==> src/npc_pkg.sv <==
// shared types, widths and palette reset values for the nearest palette color unit
package npc_pkg;

    // palette entries that take part in the search
    localparam int NUM_ENTRIES = 8;

    // field widths
    localparam int RGB_W     = 24;
    localparam int CH_W      = 8;
    localparam int NUM_CH    = 3;
    localparam int SQ_W      = 16;
    localparam int DIST_W    = 18;
    localparam int IDX_W     = 3;
    localparam int CFG_IDX_W = 3;

    // derived sizes
    localparam int PAL_IDX_W   = (NUM_ENTRIES > 1) ? $clog2(NUM_ENTRIES) : 1;
    localparam int TREE_LEVELS = $clog2(NUM_ENTRIES);
    localparam int TREE_SLOTS  = 1 << TREE_LEVELS;

    // largest distance three byte channels can produce
    localparam logic [DIST_W-1:0] MAX_DIST = DIST_W'(195075);

    typedef logic [RGB_W-1:0]  t_rgb;
    typedef logic [CH_W-1:0]   t_chan;
    typedef logic [SQ_W-1:0]   t_sq;
    typedef logic [DIST_W-1:0] t_dist;
    typedef logic [IDX_W-1:0]  t_idx;

    // candidate moving through the minimum search
    typedef struct packed {
        t_idx  idx;
        t_dist distance;
    } t_best;

    // palette contents after reset
    localparam t_rgb PAL_RESET [8] = '{
        24'hd23a34, 24'he8862a, 24'hf2c53a, 24'h4fae53,
        24'h4a6fe0, 24'h9a5ac2, 24'hf0f0ea, 24'h2a2333
    };

endpackage

==> src/npc_dist_unit.sv <==
// three stage squared distance pipeline, one lane per palette entry
module npc_dist_unit import npc_pkg::*; (
    input  logic  i_clk,
    input  logic  i_rst_n,
    input  logic  i_valid,
    output logic  o_ready,
    input  t_rgb  i_pixel,
    input  t_rgb  i_palette [NUM_ENTRIES],
    output logic  o_valid,
    input  logic  i_ready,
    output t_dist o_dist [NUM_ENTRIES]
);

    logic  r_v1, r_v2, r_v3;
    logic  w_rdy1, w_rdy2, w_rdy3;
    t_chan r_diff [NUM_ENTRIES][NUM_CH];
    t_chan n_diff [NUM_ENTRIES][NUM_CH];
    t_sq   r_sq   [NUM_ENTRIES][NUM_CH];
    t_sq   n_sq   [NUM_ENTRIES][NUM_CH];
    t_dist r_dist [NUM_ENTRIES];
    t_dist n_dist [NUM_ENTRIES];

    // a stage takes a new beat when it is empty or its beat moves on
    assign w_rdy3  = !r_v3 || i_ready;
    assign w_rdy2  = !r_v2 || w_rdy3;
    assign w_rdy1  = !r_v1 || w_rdy2;
    assign o_ready = w_rdy1;

    // absolute channel differences
    always_comb begin
        t_chan p;
        t_chan q;
        for (int e = 0; e < NUM_ENTRIES; e++) begin
            for (int c = 0; c < NUM_CH; c++) begin
                p = i_pixel[c*CH_W +: CH_W];
                q = i_palette[e][c*CH_W +: CH_W];
                n_diff[e][c] = (p > q) ? (p - q) : (q - p);
            end
        end
    end

    // channel squares
    always_comb begin
        for (int e = 0; e < NUM_ENTRIES; e++) begin
            for (int c = 0; c < NUM_CH; c++) begin
                n_sq[e][c] = SQ_W'(r_diff[e][c]) * SQ_W'(r_diff[e][c]);
            end
        end
    end

    // sum over red, green and blue
    always_comb begin
        for (int e = 0; e < NUM_ENTRIES; e++) begin
            n_dist[e] = DIST_W'(r_sq[e][0]) + DIST_W'(r_sq[e][1]) + DIST_W'(r_sq[e][2]);
        end
    end

    // stage valid bits
    always_ff @(posedge i_clk) begin
        if (!i_rst_n) begin
            r_v1 <= 1'b0;
            r_v2 <= 1'b0;
            r_v3 <= 1'b0;
        end else begin
            if (w_rdy1) r_v1 <= i_valid;
            if (w_rdy2) r_v2 <= r_v1;
            if (w_rdy3) r_v3 <= r_v2;
        end
    end

    // stage payload
    always_ff @(posedge i_clk) begin
        if (w_rdy1) r_diff <= n_diff;
        if (w_rdy2) r_sq   <= n_sq;
        if (w_rdy3) r_dist <= n_dist;
    end

    assign o_valid = r_v3;
    assign o_dist  = r_dist;

endmodule

==> config.mk <==
export PLATFORM = sky130hd
export DESIGN_NAME = npc_dist_unit
export DESIGN_NICKNAME = d
export VERILOG_FILES = /design/src/npc_pkg.sv /design/src/npc_dist_unit.sv
export SDC_FILE = /design/constraint.sdc
export NUM_CORES = 2
export LEC_CHECK = 0
export ABC_AREA = 1
export BUFFER_PORTS_ARGS = -buffer_cell sky130_fd_sc_hd__clkbuf_2
export CAP_MARGIN = 15
export CORE_UTILIZATION = 59
export DETAILED_ROUTE_END_ITERATION = 8
export HOLD_SLACK_MARGIN = 0.1
export PLACE_DENSITY_LB_ADDON = 0.08
export SKIP_LAST_GASP = 1
export SYNTH_ARGS = -nofsm -noshare
export SYNTH_HDL_FRONTEND = slang
export SYNTH_SLANG_ARGS = --single-unit
==> constraint.sdc <==
create_clock -name i_clk -period 12.3 [get_ports i_clk]
set_input_delay 0.615 -clock i_clk [delete_from_list [all_inputs] [get_ports i_clk]]
set_output_delay 0.615 -clock i_clk [all_outputs]
set_load 0.03 [all_outputs]
==> flow_metrics.py <==
metrics = {
    "critical_path": {
        "worst_ep_required_time_ns": 12.76,
        "crit_top_cell": "fa_1",
        "critPathKind": "reg -> reg",
        "cp_data_arrival_time_ns": 4.64,
        "reg2reg_from": "r_diff[173]",
        "critPathMaxStageDelay_ns": 0.57,
        "r2r_cells": 15,
        "r2r-end": "r_sq[348]",
        "crit_chain": "nand2_1 > inv_1 > fa_1 > inv_1 > fa_1 > fa_1 > fa_1 > inv_1 > ha_1 > a21oi_1 > nor2_1 > nor2_1 > nand3_1 > nand2_1 > nand2_1",
        "startpoint_type": "flop",
        "crit_family": "adder cells",
        "rrSetupSlack_ns": 8.12,
        "timing.critical_path.buf_inv": 3,
        "end_kind": "flop",
        "cp_slowest_cell": "edfxtp_1",
        "crit_path_max_fanout": 10,
    },
    "timing": {
        "setup-tns-final_ns": 0,
        "min_period_ns": 4.18,
        "setup_ws_ns": 8.12,
        "drv_slew": 0,
        "hold_viol": 0,
        "tightest_slew_ns": 1.03,
        "rsz0062_at_grt": "false",
        "slew_headroom_pct": 31.0,
        "skew_ns": 0.0370,
        "post-route-period-util_pct": 34.0,
        "fmax_ghz": 0.239,
        "finalSetupViolCount": 0,
    },
    "place": {
        "place_worst_setup_slack_ns": 7.73,
        "gp_congestion": 0.942,
        "place_inst": 14400,
        "io_buffers": 365,
        "hpwl_um": 195000,
    },
    "cts": {
        "numCtsBuffers": 89,
        "cts_hold_buf": 2,
        "clock_path_buffers": 3,
        "clk_latency_ns": 0.73,
        "clock_sinks": 699,
        "cts_resized": 0,
        "cts_root_buf": "clkbuf_16",
        "cts_tree": "built",
        "cts_max_level": 3,
        "cts_setup_buffers": 0,
        "clk_pin_slew_ns": 0.06,
    },
    "grt": {
        "track_usage_pct": 30.5,
        "grt_pass1_vias": 73800,
        "grt_max_degree": 153,
        "antenna_found_initial": 36,
        "grt_pass1_wl_um": 383000,
        "grt_overflow": 0,
    },
    "routing": {
        "wire_per_inst_um": 16.4,
        "wl_met3_um": 16700,
        "dr.max_layer_used": "met5",
        "met1_length_um": 108000,
        "vias_per_cell": 5.15,
        "drt_iter0_markers": 5034,
        "vias": 75300,
        "first_pass_iters": 8,
        "route.detailed.drc": 0,
        "wl_met2_um": 107000,
        "ant_nets": 0,
        "drt-total-wl_um": 239000,
    },
    "final_layout": {
        "final_common_cell": "nand2_1",
        "final_nets": 14600,
        "fin_cells": 14600,
        "final_cell_mix": "3,558 x nand2_1, 2,949 x inv_1, 1,174 x ha_1",
        "area_delta_synth_final_pct": 6.92,
        "multiInputGateArea_um2": 59600,
        "drive_gt1_share_pct": 5.35,
        "fill_cells": 14000,
        "regArea_um2": 21000,
    },
    "hold_path": {
        "min_path_cells": 3,
        "holdPathEnd": "r_diff[64]",
        "min_from": "i_palette[48]",
        "hold_path.class": "in -> reg",
    },
    "synthesis": {
        "ys.warnings.count": 0,
        "synth_ff_type": "edfxtp_1",
        "yosysUniqueCellTypes": 33,
        "syn_inst": 12200,
        "syn_area_per_cell_um2": 7.61,
        "async_flop_share_pct": 0,
        "synth-seq-area-share_pct": 22.6,
        "synth_edf_count": 696,
        "synth_area_um2": 92900,
        "synth-seq-cells": 699,
    },
    "die": {
        "dieArea_um2": 159000,
        "rows": 145,
        "coreArea_um2": 156000,
        "initial_core_util_pct": 59.5,
        "die_h_um": 399,
        "io_pins": 366,
        "die_x_um": 399,
    },
    "status": {
        "outcome": "finished, final reports clean",
    },
    "job": {
        "drv_cap": 0,
    },
}
metrics by stage:
step	utilization, %	area (um2)	hold WS (ns)
final	63.6	99400	0.332
after global routing	63.6	99300	0.358
after CTS	63.6	99300	0.261
after detailed placement	61.6	96300	0.448
after global placement	61.6	96300	0.446
after floorplan	-	93000	0.424
layer usage:
layer | GRT usage, % | up-vias
met5 | 0 | -
met4 | 10.2 | 36
met3 | 4.81 | 350
met2 | 48.4 | 1899
met1 | 42.3 | 35400
li1 | - | 37700
kinds of logic after synthesis:
| logic type | synth area share, % |
|---|---|
| buf+inv | 13.4 |
| other cells | 0.00403 |
| flops | 22.6 |
| compound gates | 3.99 |
| xor+xnor | 4.87 |
| simple gates | 22.6 |
| fa+ha+maj | 32.5 |
| mux | 0.0323 |
state kept, by name (all words and copies together) (netlist names):
| register | flops |
|---|---|
| r_sq | 360 |
| r_diff | 192 |
| o_dist | 144 |
| o_valid | 1 |
| r_v1 | 1 |
| r_v2 | 1 |
how the worst max path moves through the flow:
stage | endpoint | start | slack, ns | cells past startpoint
detailed placement | r_sq[107] | i_ready | 7.73 | 7
global placement | r_sq[110] | i_ready | 7.80 | 7
finish | r_sq[348] | r_diff[173] | 8.12 | 15
global route | r_sq[124] | r_diff[61] | 7.83 | 15
floorplan | r_sq[0] | i_ready | 0.58 | 4
CTS | r_sq[126] | o_valid | 8.11 | 5
worst register-to-register path, cell delays in order, from the launching register on:
cell and delay (ns):
edfxtp_1 0.57, nand2_1 0.15, inv_1 0.07, fa_1 0.53, inv_1 0.07, fa_1 0.57
fa_1 0.44, fa_1 0.49, inv_1 0.04, ha_1 0.35, a21oi_1 0.22, nor2_1 0.06
nor2_1 0.16, nand3_1 0.10, nand2_1 0.07, nand2_1 0.05
cell usage after synthesis, drive strengths merged (88+ instances only):
cell type | count | area share [%]
nor2 | 608 | 2.5
inv | 2954 | 12
buf | 88 | 0.76
o21ai | 181 | 1.1
a21oi | 446 | 2.4
nand2 | 3600 | 15
fa | 776 | 17
nand3 | 635 | 3.4
clkbuf | 185 | 0.75
xnor2 | 170 | 1.6
edfxtp | 696 | 22
nand4 | 181 | 1.2
ha | 1174 | 16
xor2 | 347 | 3.3
cell type report:
class,instances,area share (%)
Antenna cell,20,0.0504
Clock buffer,100,2.30
Clock inverter,66,0.734
Inverter,2954,11.2
Multi-Input combinational cell,8323,60.0
Sequential cell,699,21.1
Tap cell,2058,2.59
Timing Repair Buffer,393,2.07
Power is left out: the tool's default activity adds up to more than one toggle a clock period on the data nets, which glitch-free logic cannot reach.
