### src/npc_pkg.sv
// shared types, widths and palette reset values for the nearest palette color unit
package npc_pkg;

    // palette entries that take part in the search
    localparam int NUM_ENTRIES = 8;

    // field widths
    localparam int RGB_W     = 24;
    localparam int CH_W      = 8;
    localparam int NUM_CH    = 3;
    localparam int SQ_W      = 16;
    localparam int DIST_W    = 18;
    localparam int IDX_W     = 3;
    localparam int CFG_IDX_W = 3;

    // derived sizes
    localparam int PAL_IDX_W   = (NUM_ENTRIES > 1) ? $clog2(NUM_ENTRIES) : 1;
    localparam int TREE_LEVELS = $clog2(NUM_ENTRIES);
    localparam int TREE_SLOTS  = 1 << TREE_LEVELS;

    // largest distance three byte channels can produce
    localparam logic [DIST_W-1:0] MAX_DIST = DIST_W'(195075);

    typedef logic [RGB_W-1:0]  t_rgb;
    typedef logic [CH_W-1:0]   t_chan;
    typedef logic [SQ_W-1:0]   t_sq;
    typedef logic [DIST_W-1:0] t_dist;
    typedef logic [IDX_W-1:0]  t_idx;

    // candidate moving through the minimum search
    typedef struct packed {
        t_idx  idx;
        t_dist distance;
    } t_best;

    // palette contents after reset
    localparam t_rgb PAL_RESET [8] = '{
        24'hd23a34, 24'he8862a, 24'hf2c53a, 24'h4fae53,
        24'h4a6fe0, 24'h9a5ac2, 24'hf0f0ea, 24'h2a2333
    };

endpackage

### src/npc_min_tree.sv
// registered pairwise minimum tree, one stage per tree level, lower index wins ties
module npc_min_tree import npc_pkg::*; (
    input  logic  i_clk,
    input  logic  i_rst_n,
    input  logic  i_valid,
    output logic  o_ready,
    input  t_dist i_dist [NUM_ENTRIES],
    output logic  o_valid,
    input  logic  i_ready,
    output t_best o_best
);

    // heap layout: node n has children 2n+1 and 2n+2, leaves follow the internal nodes
    logic  r_valid [TREE_LEVELS];
    logic  w_vin   [TREE_LEVELS+1];
    logic  w_rdy   [TREE_LEVELS+1];
    t_best r_node  [TREE_SLOTS-1];
    t_best n_node  [TREE_SLOTS-1];
    t_best w_all   [2*TREE_SLOTS-1];

    // valid and ready along the levels, level 0 is the root
    always_comb begin
        w_rdy[0]           = i_ready;
        w_vin[TREE_LEVELS] = i_valid;
        for (int lv = 0; lv < TREE_LEVELS; lv++) begin
            w_rdy[lv+1] = !r_valid[lv] || w_rdy[lv];
            w_vin[lv]   = r_valid[lv];
        end
    end
    assign o_ready = w_rdy[TREE_LEVELS];

    // leaves from the distance lanes, unused slots padded so they never win
    always_comb begin
        for (int n = 0; n < TREE_SLOTS-1; n++) begin
            w_all[n] = r_node[n];
        end
        for (int k = 0; k < TREE_SLOTS; k++) begin
            if (k < NUM_ENTRIES) begin
                w_all[TREE_SLOTS-1+k] = '{idx: IDX_W'(k), distance: i_dist[k]};
            end else begin
                w_all[TREE_SLOTS-1+k] = '{idx: IDX_W'(k), distance: '1};
            end
        end
    end

    // the right child replaces the left one only when strictly closer
    always_comb begin
        for (int n = 0; n < TREE_SLOTS-1; n++) begin
            if (w_all[2*n+2].distance < w_all[2*n+1].distance) begin
                n_node[n] = w_all[2*n+2];
            end else begin
                n_node[n] = w_all[2*n+1];
            end
        end
    end

    // level valid bits
    always_ff @(posedge i_clk) begin
        if (!i_rst_n) begin
            for (int lv = 0; lv < TREE_LEVELS; lv++) begin
                r_valid[lv] <= 1'b0;
            end
        end else begin
            for (int lv = 0; lv < TREE_LEVELS; lv++) begin
                if (w_rdy[lv+1]) r_valid[lv] <= w_vin[lv+1];
            end
        end
    end

    // node payload, each level loads when it may take a beat
    always_ff @(posedge i_clk) begin
        for (int lv = 0; lv < TREE_LEVELS; lv++) begin
            for (int j = 0; j < (1 << lv); j++) begin
                if (w_rdy[lv+1]) r_node[(1 << lv) - 1 + j] <= n_node[(1 << lv) - 1 + j];
            end
        end
    end

    assign o_valid = r_valid[0];
    assign o_best  = r_node[0];

    // the winner is always a real palette entry
    a_idx_range: assert property (@(posedge i_clk) disable iff (!i_rst_n)
        o_valid |-> ({1'b0, o_best.idx} < (IDX_W+1)'(NUM_ENTRIES)))
        else $error("min tree picked a padding slot");

    // a stalled root keeps its beat
    a_root_hold: assert property (@(posedge i_clk) disable iff (!i_rst_n)
        o_valid && !i_ready |=> o_valid && $stable(o_best))
        else $error("min tree root changed while stalled");

    // an accepted beat lands in the deepest level
    a_leaf_fill: assert property (@(posedge i_clk) disable iff (!i_rst_n)
        i_valid && o_ready |=> r_valid[TREE_LEVELS-1])
        else $error("min tree dropped an accepted beat");

endmodule

### config.mk
export PLATFORM = sky130hd
export DESIGN_NAME = npc_min_tree
export DESIGN_NICKNAME = d
export VERILOG_FILES = /design/src/npc_pkg.sv /design/src/npc_min_tree.sv
export SDC_FILE = /design/constraint.sdc
export NUM_CORES = 1
export LEC_CHECK = 0
export ABC_AREA = 1
export BUFFER_PORTS_ARGS = -buffer_cell sky130_fd_sc_hd__buf_4
export CAP_MARGIN = 20
export CELL_PAD_IN_SITES_DETAIL_PLACEMENT = 0
export CELL_PAD_IN_SITES_GLOBAL_PLACEMENT = 1
export CORE_ASPECT_RATIO = 2
export CORE_MARGIN = 2
export CORE_UTILIZATION = 42
export CTS_CLUSTER_DIAMETER = 80
export DETAILED_ROUTE_END_ITERATION = 8
export HOLD_SLACK_MARGIN = 0.15
export PLACE_DENSITY = 0.8
export SETUP_SLACK_MARGIN = 0.2
export SKIP_LAST_GASP = 1
export SLEW_MARGIN = 40
export SYNTH_ARGS = -nofsm -noshare
export SYNTH_HDL_FRONTEND = slang
export SYNTH_SLANG_ARGS = --single-unit
export TNS_END_PERCENT = 5
### constraint.sdc
create_clock -name i_clk -period 11 [get_ports i_clk]
set_input_delay 2.2 -clock i_clk [delete_from_list [all_inputs] [get_ports i_clk]]
set_output_delay 2.2 -clock i_clk [all_outputs]
set_load 0.02 [all_outputs]
==> impl_metrics.json, run 1 <==
{
  "outcome": "finished clean",
  "clk_latency_ns": 0.44,
  "p_total_w": 0.002123,
  "yosys.area.top_type": "edfxtp_1",
  "clock_sinks": 140,
  "syn-cell-area_um2": 9867,
  "hp-class": "flop to flop",
  "dpl.cell_count": 1626,
  "grt_usage_pct": 20.94,
  "first_pass_iters": 5,
  "synth_area_leaders": "edfxtp_1 (43%), nand2_1 (17%), ha_1 (15%)",
  "start_kind": "input pin",
  "num-nets-final": 1629,
  "hold_end": "r_node[1][18]",
  "syn_avg_cell_area_um2": 8.216,
  "drt-wirelength-per-cell_um": 15.02,
  "wl_um": 24940,
  "maxCapViolations": 0,
  "fmax_ghz": 0.1906,
  "cts_max_level": 4,
  "slew_headroom_pct": 46.69,
  "cts-root-buf": "clkbuf_16",
  "core_um2": 23130,
  "globalplace.congestion": 0.8480,
  "postCtsSetupRepairBufs": 0,
  "ant_nets": 0,
  "drive_above_1_share_pct": 18.04,
  "grt_pass1_wl_um": 40230,
  "hpwl_um": 20230,
  "synth_top_family_by_area": "simple AND/OR/NAND/NOR gates",
  "synth_nets": 1468,
  "chipHeight_um": 220.8,
  "rsz0062_at_grt": "no",
  "crit_type": "input pin to primary output",
  "gr-total-overflow": 0,
  "r2r_start": "r_node[6][17]",
  "cp_max_fo": 23,
  "cts_tree": "yes",
  "synth_compound_area_share_pct": 2.371,
  "worstHoldStart": "r_node[3][18]",
  "cts_resized": 0,
  "grt_pass1_vias": 8398,
  "stdcell_count": 1660,
  "num_io_pins": 171,
  "fill_cells": 2281,
  "final_common_cell": "nand2_1",
  "tns_ns": 0,
  "ys_ff_latch": 140,
  "tightestPinTransition_ns": 0.7973,
  "synth-xor-area-share_pct": 0,
  "area_growth_pct": 21.21,
  "power_density_nw_per_um2": 177.5,
  "reg2reg_to": "r_node[2][9]",
  "finalSetupViolCount": 0,
  "min_path_cells": 2,
  "yosysWarnings": 0,
  "muxShareOfSynthArea_pct": 0,
  "synth_top_area_share_pct": 42.61,
  "hold_buffers": 0,
  "synth.distinct_cells": 25,
  "synth_ff_type": "edfxtp_1",
  "die_area_um2": 24810,
  "final-hold-violation-count": 0,
  "layout_common_cells": "nand2_1 (435), inv_1 (198), buf_4 (176)",
  "fin_skew_ns": 0.009196,
  "rows": 79,
  "routed_via_density": 4.913,
  "power_leakage_nw": 6.452,
  "reg2reg_setup_slack_ns": 7.95,
  "vdd_drop_max_mv": 0.1194,
  "dr.first_iter.drc_count": 365,
  "seq_area_frac_synth_pct": 42.61,
  "grt_max_degree": 57,
  "drc": 0,
  "critical_path.endpoint_type": "primary output",
  "antenna_found_initial": 2,
  "synth_edf_count": 140,
  "die_x_um": 112.4,
  "rr_worst_depth": 8,
  "vias": 8156,
  "syn_inst": 1201,
  "numCtsBuffers": 17,
  "portBuffers": 170,
  "async_reset_ff_share_pct": 0,
  "path_clk_slew_ns": 0.07,
  "yosys.area_share.simple_pct": 30.05,
  "period_minus_slack_ns": 5.247,
  "cp.arrival_ns": 3.05,
  "required_ns": 8.80,
  "synthAdderAreaFrac_pct": 15.09,
  "final_max_slew_viol_count": 0,
  "clockBufferDepth": 2,
  "finalCritPeriodShare_pct": 47.70,
  "start_util_pct": 42.66
}
## layout make-up
class | count | area (µm²) | share of cell area, %
Multi-Input combinational cell | 826 | 4706 | 39.35
Sequential cell | 140 | 4204 | 35.15
Timing Repair Buffer | 176 | 1321 | 11.05
Inverter | 201 | 754.5 | 6.308
Clock buffer | 17 | 425.4 | 3.557
Tap cell | 283 | 354.1 | 2.961
Clock inverter | 15 | 190.2 | 1.590
Antenna cell | 2 | 5.005 | 0.04185
## stage by stage
| step | hold WS [ns] | setup slack (ns) | area (µm²) | utilization (%) |
|---|---|---|---|---|
| after floorplan | 0.4874 | 4.229 | 9867 | - |
| after global placement | 0.4965 | 5.774 | 11330 | 48.97 |
| after detailed placement | 0.5042 | 5.734 | 11340 | 49.03 |
| after CTS | 0.5295 | 5.739 | 11960 | 51.69 |
| after global routing | 0.5703 | 5.675 | 11960 | 51.71 |
| final | 0.5299 | 5.753 | 11960 | 51.71 |
## critical path: stages
cell and delay (ns):
buf_4 0.11, inv_1 0.15, nand4_1 0.10, buf_4 0.26, buf_4 0.21
## synthesized netlist by cell type, types with 2 or more instances
| cell | n |
|---|---|
| nor2_4 | 5 |
| clkbuf_1 | 3 |
| nand3b_1 | 6 |
| and2_1 | 6 |
| ha_1 | 119 |
| a21o_1 | 7 |
| o21ai_0 | 3 |
| nand2_2 | 25 |
| nor2_1 | 40 |
| clkinv_1 | 3 |
| a21oi_1 | 30 |
| inv_1 | 198 |
| edfxtp_1 | 140 |
| nand4_1 | 59 |
| clkbuf_8 | 2 |
| buf_6 | 3 |
| nand2_1 | 436 |
| nand3_4 | 4 |
| nand3_1 | 83 |
| buf_2 | 24 |
## logic make-up (layout without fill, tap and decap cells)
family,after synthesis,in the layout
buf+inv,235,409
compound gates,41,41
fa+ha+maj,119,119
flops,140,140
simple gates,666,666
other cells,0,2
## where the power goes
part	internal, W	switching (W)	leakage, nW	total (W)
sequential	0.000765	0.0000691	1.53	0.000834
combinational	0.000273	0.000422	4.63	0.000696
clock	0.000360	0.000233	0.294	0.000594
## flip-flops by register name (all words and copies together), names as in the netlist
register  count
r_valid       3
r_node      137
## routing by layer
| layer | vias up | track usage (%) | part of all wire (%) | routed length, µm |
|---|---|---|---|---|
| met3 | 39 | 4.547 | 4.4 | 1102 |
| met5 | - | 0 | 0 | 0 |
| met1 | 3708 | 18.65 | 33 | 8251 |
| met4 | 0 | 8.699 | 3.1 | 779 |
| li1 | 4232 | - | - | - |
| met2 | 177 | 43.71 | 59 | 14800 |
## worst max-delay path by stage
stage	startpoint	end	slack [ns]	cells past startpoint
finish	i_ready	o_ready	5.75	5
floorplan	i_ready	o_ready	4.23	2
CTS	i_ready	o_ready	5.74	5
global placement	i_ready	o_ready	5.77	5
detailed placement	i_ready	o_ready	5.73	5
global route	i_ready	o_ready	5.68	5
(Power assumes the default switching activity.)
==> inputs of run 2 (changes only) <==
==> constraint.sdc (replaced) <==
create_clock -name i_clk -period 5.3 [get_ports i_clk]
set_input_delay 1.06 -clock i_clk [delete_from_list [all_inputs] [get_ports i_clk]]
set_output_delay 1.06 -clock i_clk [all_outputs]
set_load 0.02 [all_outputs]
==> run 2 against run 1 <==
  * Combinational power is 110% higher
  * Utilization is 0.076 points lower
  * Sequential share of layout area is 0.052 points higher
  * Largest cell class unchanged
  * Sequential cell count stayed put
  * Final cell count hardly changed
  * Wire length is 1.5% higher
  * Register-to-register slack worse by 5.5 ns
  * Clock-buffer cell count is 2 higher
  * Clock power is 99% higher
  * Power is 110% higher
==> impl_metrics.json, run 2 (same netlist as run 1, synthesis figures left out) <==
{
  "hold_buffers": 0,
  "chipHeight_um": 220.8,
  "busiest_layer": "met2",
  "grtUsageMet3_pct": 4.300,
  "clk_latency_ns": 0.43,
  "tightestPinTransition_ns": 0.7773,
  "outcome": "finished clean",
  "fill_cells": 2295,
  "maxCapViolations": 0,
  "vdd_drop_max_mv": 0.2786,
  "num-nets-final": 1630,
  "routed_via_density": 4.952,
  "cts_tree": "yes",
  "path_cells": "buf_4, inv_1, nand4_1, buf_4",
  "crit_top_cell": "buf_4",
  "vias": 8226,
  "layout_common_cells": "nand2_1 (435), inv_1 (198), buf_4 (176)",
  "placed_area_um2": 11340,
  "postCtsSetupRepairBufs": 0,
  "final-hold-violation-count": 0,
  "dp_slack_ns": 2.150,
  "cts_resized": 0,
  "finalInstanceArea_um2": 11940,
  "power_leakage_nw": 6.446,
  "finalSetupViolCount": 0,
  "antenna_found_initial": 2,
  "grt.met2_usage_pct": 44.90,
  "final_max_slew_viol_count": 0,
  "critPathSlowestCell": "nand4_1",
  "crit_path_max_incr_delay_ns": 0.36,
  "ant_nets": 0,
  "finalCritPeriodShare_pct": 57.18,
  "numCtsBuffers": 17,
  "crit_type": "input pin to primary output",
  "cts-root-buf": "clkbuf_16",
  "dr.first_iter.drc_count": 309,
  "die_area_um2": 24810,
  "grt_pass1_wl_um": 40700,
  "portBuffers": 170,
  "die_x_um": 112.4,
  "cp.arrival_ns": 1.97,
  "grt_usage_pct": 21.33,
  "regMostFlops": "r_node",
  "required_ns": 4.24,
  "fin_skew_ns": 0.008213,
  "largest_register_ffs": 137,
  "power_density_nw_per_um2": 365.3,
  "rsz0062_at_grt": "no",
  "drive_above_1_share_pct": 17.95,
  "path_clk_slew_ns": 0.06,
  "wl_um": 25320,
  "hp-class": "flop to flop",
  "rows": 79,
  "crit_family": "buffers and inverters",
  "biggestRegsByFlops": "r_node x137, r_valid x3",
  "globalplace.congestion": 0.8450,
  "drc": 0,
  "gr-total-overflow": 0,
  "p_total_w": 0.004362,
  "grt_pass1_vias": 8532,
  "final_common_cell": "nand2_1",
  "tns_ns": 0,
  "grt_use_met1_pct": 18.34,
  "clockBufferDepth": 2,
  "hpwl_um": 20860,
  "area_growth_pct": 21.04,
  "fmax_ghz": 0.3300,
  "slew_headroom_pct": 48.05,
  "cp_max_fo": 5,
  "num_io_pins": 171,
  "period_minus_slack_ns": 3.031,
  "critPathBufInv": 3,
  "core_um2": 23130,
  "grt_max_degree": 53,
  "clock_sinks": 140,
  "cts_max_level": 4,
  "start_kind": "input pin",
  "start_util_pct": 42.66,
  "drt-wirelength-per-cell_um": 15.24,
  "layout_setup_ws_ns": 2.269,
  "first_pass_iters": 5,
  "critical_path.endpoint_type": "primary output"
}
run 2: layer usage:
layer | wire [µm] | vias to the layer above
met5 | 0 | -
met1 | 8132 | 3761
met3 | 1094 | 43
met2 | 15200 | 183
li1 | - | 4239
met4 | 890 | 0
run 2: cell type report:
| type | instances | area (µm²) | area share [%] |
|---|---|---|---|
| timing repair buffer | 177 | 1333 | 11.16 |
| antenna | 2 | 5.005 | 0.04191 |
| tap | 283 | 354.1 | 2.965 |
| inverter | 201 | 754.5 | 6.317 |
| clock inverter | 13 | 148.9 | 1.247 |
| clock buffer | 19 | 432.9 | 3.625 |
| sequential | 140 | 4204 | 35.20 |
| multi-input combinational | 826 | 4711 | 39.44 |
run 2: worst paths after layout:
path | startpoint | to | slack (ns) | cells after the start
worst min-delay path | r_node[3][18] | r_node[1][18] | 0.52 | 2
worst max-delay path | i_ready | o_ready | 2.27 | 4
worst max register to register | r_node[2][15] | r_node[0][18] | 2.42 | 8
worst min register to register | r_node[3][18] | r_node[1][18] | 0.52 | 2
run 2: metrics by stage:
step	hold WS (ns)	cells	util, %
finish	0.5178	1661	51.63
global route	0.5445	1661	51.63
CTS	0.5220	1658	51.54
detailed placement	0.5080	1626	49.03
global placement	0.5007	1626	48.97
floorplan	0.4874	1201	-
run 2: tightest hold or removal path: stages (launching register included):
cell and delay [ns]:
edfxtp_1 0.32, nand2_1 0.05, nand2_1 0.05
run 2: power by group:
part / leakage (nW) / internal (W) / total, W / switching (W)
Sequential: 1.53 / 0.00159 / 0.00174 / 0.000149
Clock: 0.278 / 0.000732 / 0.00118 / 0.000451
Combinational: 4.64 / 0.000567 / 0.00144 / 0.000875
==> inputs of run 3 (changes only) <==
--- a/config.mk
+++ b/config.mk
@@ -5,7 +5,7 @@
 export SDC_FILE = /design/constraint.sdc
 export NUM_CORES = 1
 export LEC_CHECK = 0
-export ABC_AREA = 1
+export ABC_AREA = 0
 export BUFFER_PORTS_ARGS = -buffer_cell sky130_fd_sc_hd__buf_4
 export CAP_MARGIN = 20
 export CELL_PAD_IN_SITES_DETAIL_PLACEMENT = 0
@@ -16,7 +16,7 @@
 export CTS_CLUSTER_DIAMETER = 80
 export DETAILED_ROUTE_END_ITERATION = 8
 export HOLD_SLACK_MARGIN = 0.15
-export PLACE_DENSITY = 0.8
+export PLACE_DENSITY = 0.76
 export SETUP_SLACK_MARGIN = 0.2
 export SKIP_LAST_GASP = 1
 export SLEW_MARGIN = 40
==> constraint.sdc (replaced) <==
create_clock -name i_clk -period 2.8 [get_ports i_clk]
set_input_delay 0.56 -clock i_clk [delete_from_list [all_inputs] [get_ports i_clk]]
set_output_delay 0.56 -clock i_clk [all_outputs]
set_load 0.02 [all_outputs]
==> run 3 against run 2 <==
  * Largest cell class unchanged
  * Final cell count fell by 28%
  * Clock-buffer cell count did not move
  * Die area fell by 9.7%
  * Clock power rose by 85%
  * Non-clock buffer count rose by 22
==> impl_metrics.json, run 3 <==
{
  "start_util_pct": 42.63,
  "tightestPinTransition_ns": 0.8130,
  "die_area_um2": 22400,
  "hp-class": "input pin to flop",
  "grt_pass1_wl_um": 31220,
  "chipHeight_um": 209.6,
  "synth_ff_type": "edfxtp_1",
  "power_leakage_nw": 5.417,
  "clockBufferDepth": 2,
  "synth_area_leaders": "edfxtp_1 (47%), ha_1 (17%), mux2_2 (14%)",
  "synth_compound_area_share_pct": 7.298,
  "p_seq_share_pct": 39.6,
  "fin_skew_ns": 0.009635,
  "stdcell_count": 1197,
  "gr-total-overflow": 0,
  "yosys.area.top_type": "edfxtp_1",
  "synthAdderAreaFrac_pct": 16.77,
  "drt-wirelength-per-cell_um": 16.92,
  "die_x_um": 106.8,
  "n_antenna_cell": 0,
  "numCtsBuffers": 17,
  "synth-xor-area-share_pct": 0,
  "async_reset_ff_share_pct": 0,
  "hold_buffers": 0,
  "final_max_slew_viol_count": 0,
  "maxCapViolations": 0,
  "area_growth_pct": 28.35,
  "clockPowerShare_pct": 28.0,
  "largest_register_ffs": 137,
  "routed_via_density": 5.015,
  "wl_um": 20250,
  "hpwl_um": 16080,
  "clk_latency_ns": 0.42,
  "ys_ff_latch": 140,
  "globalplace.congestion": 0.8031,
  "pwr-share-comb_pct": 32.5,
  "ant_nets": 0,
  "rows": 75,
  "final-hold-violation-count": 0,
  "grt_max_degree": 78,
  "drc": 0,
  "portBuffers": 170,
  "finalSetupViolCount": 0,
  "p_int_w": 0.005530,
  "cp_max_fo": 6,
  "regMostFlops": "r_node",
  "period_minus_slack_ns": 2.550,
  "netSwitchingFraction_pct": 29.02,
  "rsz0062_at_grt": "yes",
  "required_ns": 2.96,
  "seq_area_frac_synth_pct": 47.34,
  "cts_tree": "yes",
  "critical_path.endpoint_type": "flop",
  "multi_input_comb_area_um2": 4247,
  "start_kind": "flop",
  "drive_above_1_share_pct": 40.30,
  "core_um2": 20830,
  "cp.arrival_ns": 2.71,
  "dr.first_iter.drc_count": 215,
  "tns_ns": 0,
  "grt_pass1_vias": 6355,
  "yosysWarnings": 0,
  "synth_nets": 974,
  "final_common_cell": "buf_4",
  "crit_type": "flop to flop",
  "p_switching_w": 0.002262,
  "syn_inst": 707,
  "synth_edf_count": 140,
  "path_clk_slew_ns": 0.06,
  "outcome": "finished clean",
  "synth_top_area_share_pct": 47.34,
  "layout_common_cells": "buf_4 (187), edfxtp_1 (140), inv_1 (122)",
  "slew_headroom_pct": 45.74,
  "num-nets-final": 1182,
  "seq_area_um2": 4204,
  "final_core_util_pct": 54.71,
  "muxShareOfSynthArea_pct": 17.24,
  "fmax_ghz": 0.3922,
  "dpl.cell_count": 1155,
  "synth_common_cells": "edfxtp_1 (140), inv_1 (123), ha_1 (119), mux2_2 (112), a21oi_1 (36)",
  "biggestRegsByFlops": "r_node x137, r_valid x3",
  "first_pass_iters": 4,
  "antenna_found_initial": 0,
  "synth.distinct_cells": 28,
  "post-synth-top-count-cell": "edfxtp_1",
  "clock_sinks": 140,
  "syn-cell-area_um2": 8881,
  "power_density_nw_per_um2": 683.6,
  "vdd_drop_max_mv": 0.4375,
  "vias": 6003,
  "num_io_pins": 171,
  "yosys.area_share.simple_pct": 5.255,
  "synth_top_family_by_area": "multiplexers",
  "cts_max_level": 4,
  "fill_cells": 1848,
  "grt_usage_pct": 18.44,
  "finalCritPeriodShare_pct": 91.06,
  "cts-root-buf": "clkbuf_16",
  "syn_avg_cell_area_um2": 12.56
}
-- run 3: cell count changes after synthesis, sizes merged, moves of 14 or more --
cell | before | now
o21ai | 3 | 19
nand4 | 59 | 17
buf | 28 | 10
inv | 198 | 123
nor2 | 45 | 10
a21o | 7 | 24
nand2b | 0 | 14
mux2 | 0 | 130
nand2 | 461 | 17
nand3 | 87 | 14
-- run 3: worst paths after layout --
check | start | endpoint | slack, ns | cells after the start
hold / removal | i_dist[101] | r_node[4][11] | 0.44 | 2
hold reg to reg | r_node[6][18] | r_node[2][18] | 0.55 | 1
setup / recovery | r_node[4][15] | r_node[1][1] | 0.25 | 7
setup reg to reg | r_node[4][15] | r_node[1][1] | 0.25 | 7
-- run 3: cell type report --
type | instances | share of cell area [%]
clock buffer | 19 | 3.798
clock inverter | 13 | 1.251
inverter | 123 | 4.051
multi-input combinational | 434 | 37.26
sequential | 140 | 36.88
tap | 269 | 2.953
timing repair buffer | 199 | 13.81
-- run 3: critical path: stages, from the launching register on --
cell and delay (ns):
edfxtp_1 0.40, ha_1 0.33, a21o_1 0.16, a21o_1 0.17
a211o_1 0.35, a221oi_4 0.30, buf_6 0.19, mux2_2 0.38
-- run 3: logic make-up after synthesis --
logic type	after synthesis
DFF	140
buffers and inverters	133
muxes	130
adders and majority gates	119
AOI/OAI and AO/OA	97
and+or+nand+nor	88
-- run 3: through the flow --
| step | setup WS (ns) | area [µm²] | total power (W) | hold slack (ns) |
|---|---|---|---|---|
| 6_report | 0.2504 | 11400 | 0.007792 | 0.4440 |
| 5_1_grt | 0.1660 | 11400 | 0.008213 | 0.4398 |
| 4_1_cts | 0.1845 | 11210 | 0.007651 | 0.4349 |
| 3_5_place_dp | -0.04299 | 10630 | 0.005453 | 0.5374 |
| 3_3_place_gp | -0.002207 | 10630 | 0.005420 | 0.5353 |
| 2_1_floorplan | 0.1436 | 8884 | 0.004519 | 0.5232 |
-- run 3: repair_timing --
| item | CTS | global route |
|---|---|---|
| pin swaps | 0 | 9 |
| cloned | 0 | 6 |
| setup buffers | 0 | 4 |
| endpoints found under the setup margin | 13 | 58 |
| gates resized for setup | 2 | 37 |
-- run 3: per-layer routing --
| metal | routed length [µm] | track usage [%] | part of all wire [%] | vias to the layer above |
|---|---|---|---|---|
| met5 | 0 | 0 | 0 | - |
| met4 | 293 | 5.956 | 1.4 | 0 |
| met3 | 705 | 3.758 | 3.5 | 16 |
| met2 | 12300 | 37.25 | 61 | 125 |
| met1 | 6958 | 17.93 | 34 | 2866 |
| li1 | - | - | - | 2996 |
-- run 3: power groups by stage --
stage	registers [W]	clock network, W	logic [W]
after floorplan	0.00326	0	0.00126
after global placement	0.00312	0	0.00230
after detailed placement	0.00313	0	0.00232
after CTS	0.00309	0.00222	0.00234
after global routing	0.00314	0.00230	0.00277
final	0.00308	0.00218	0.00253
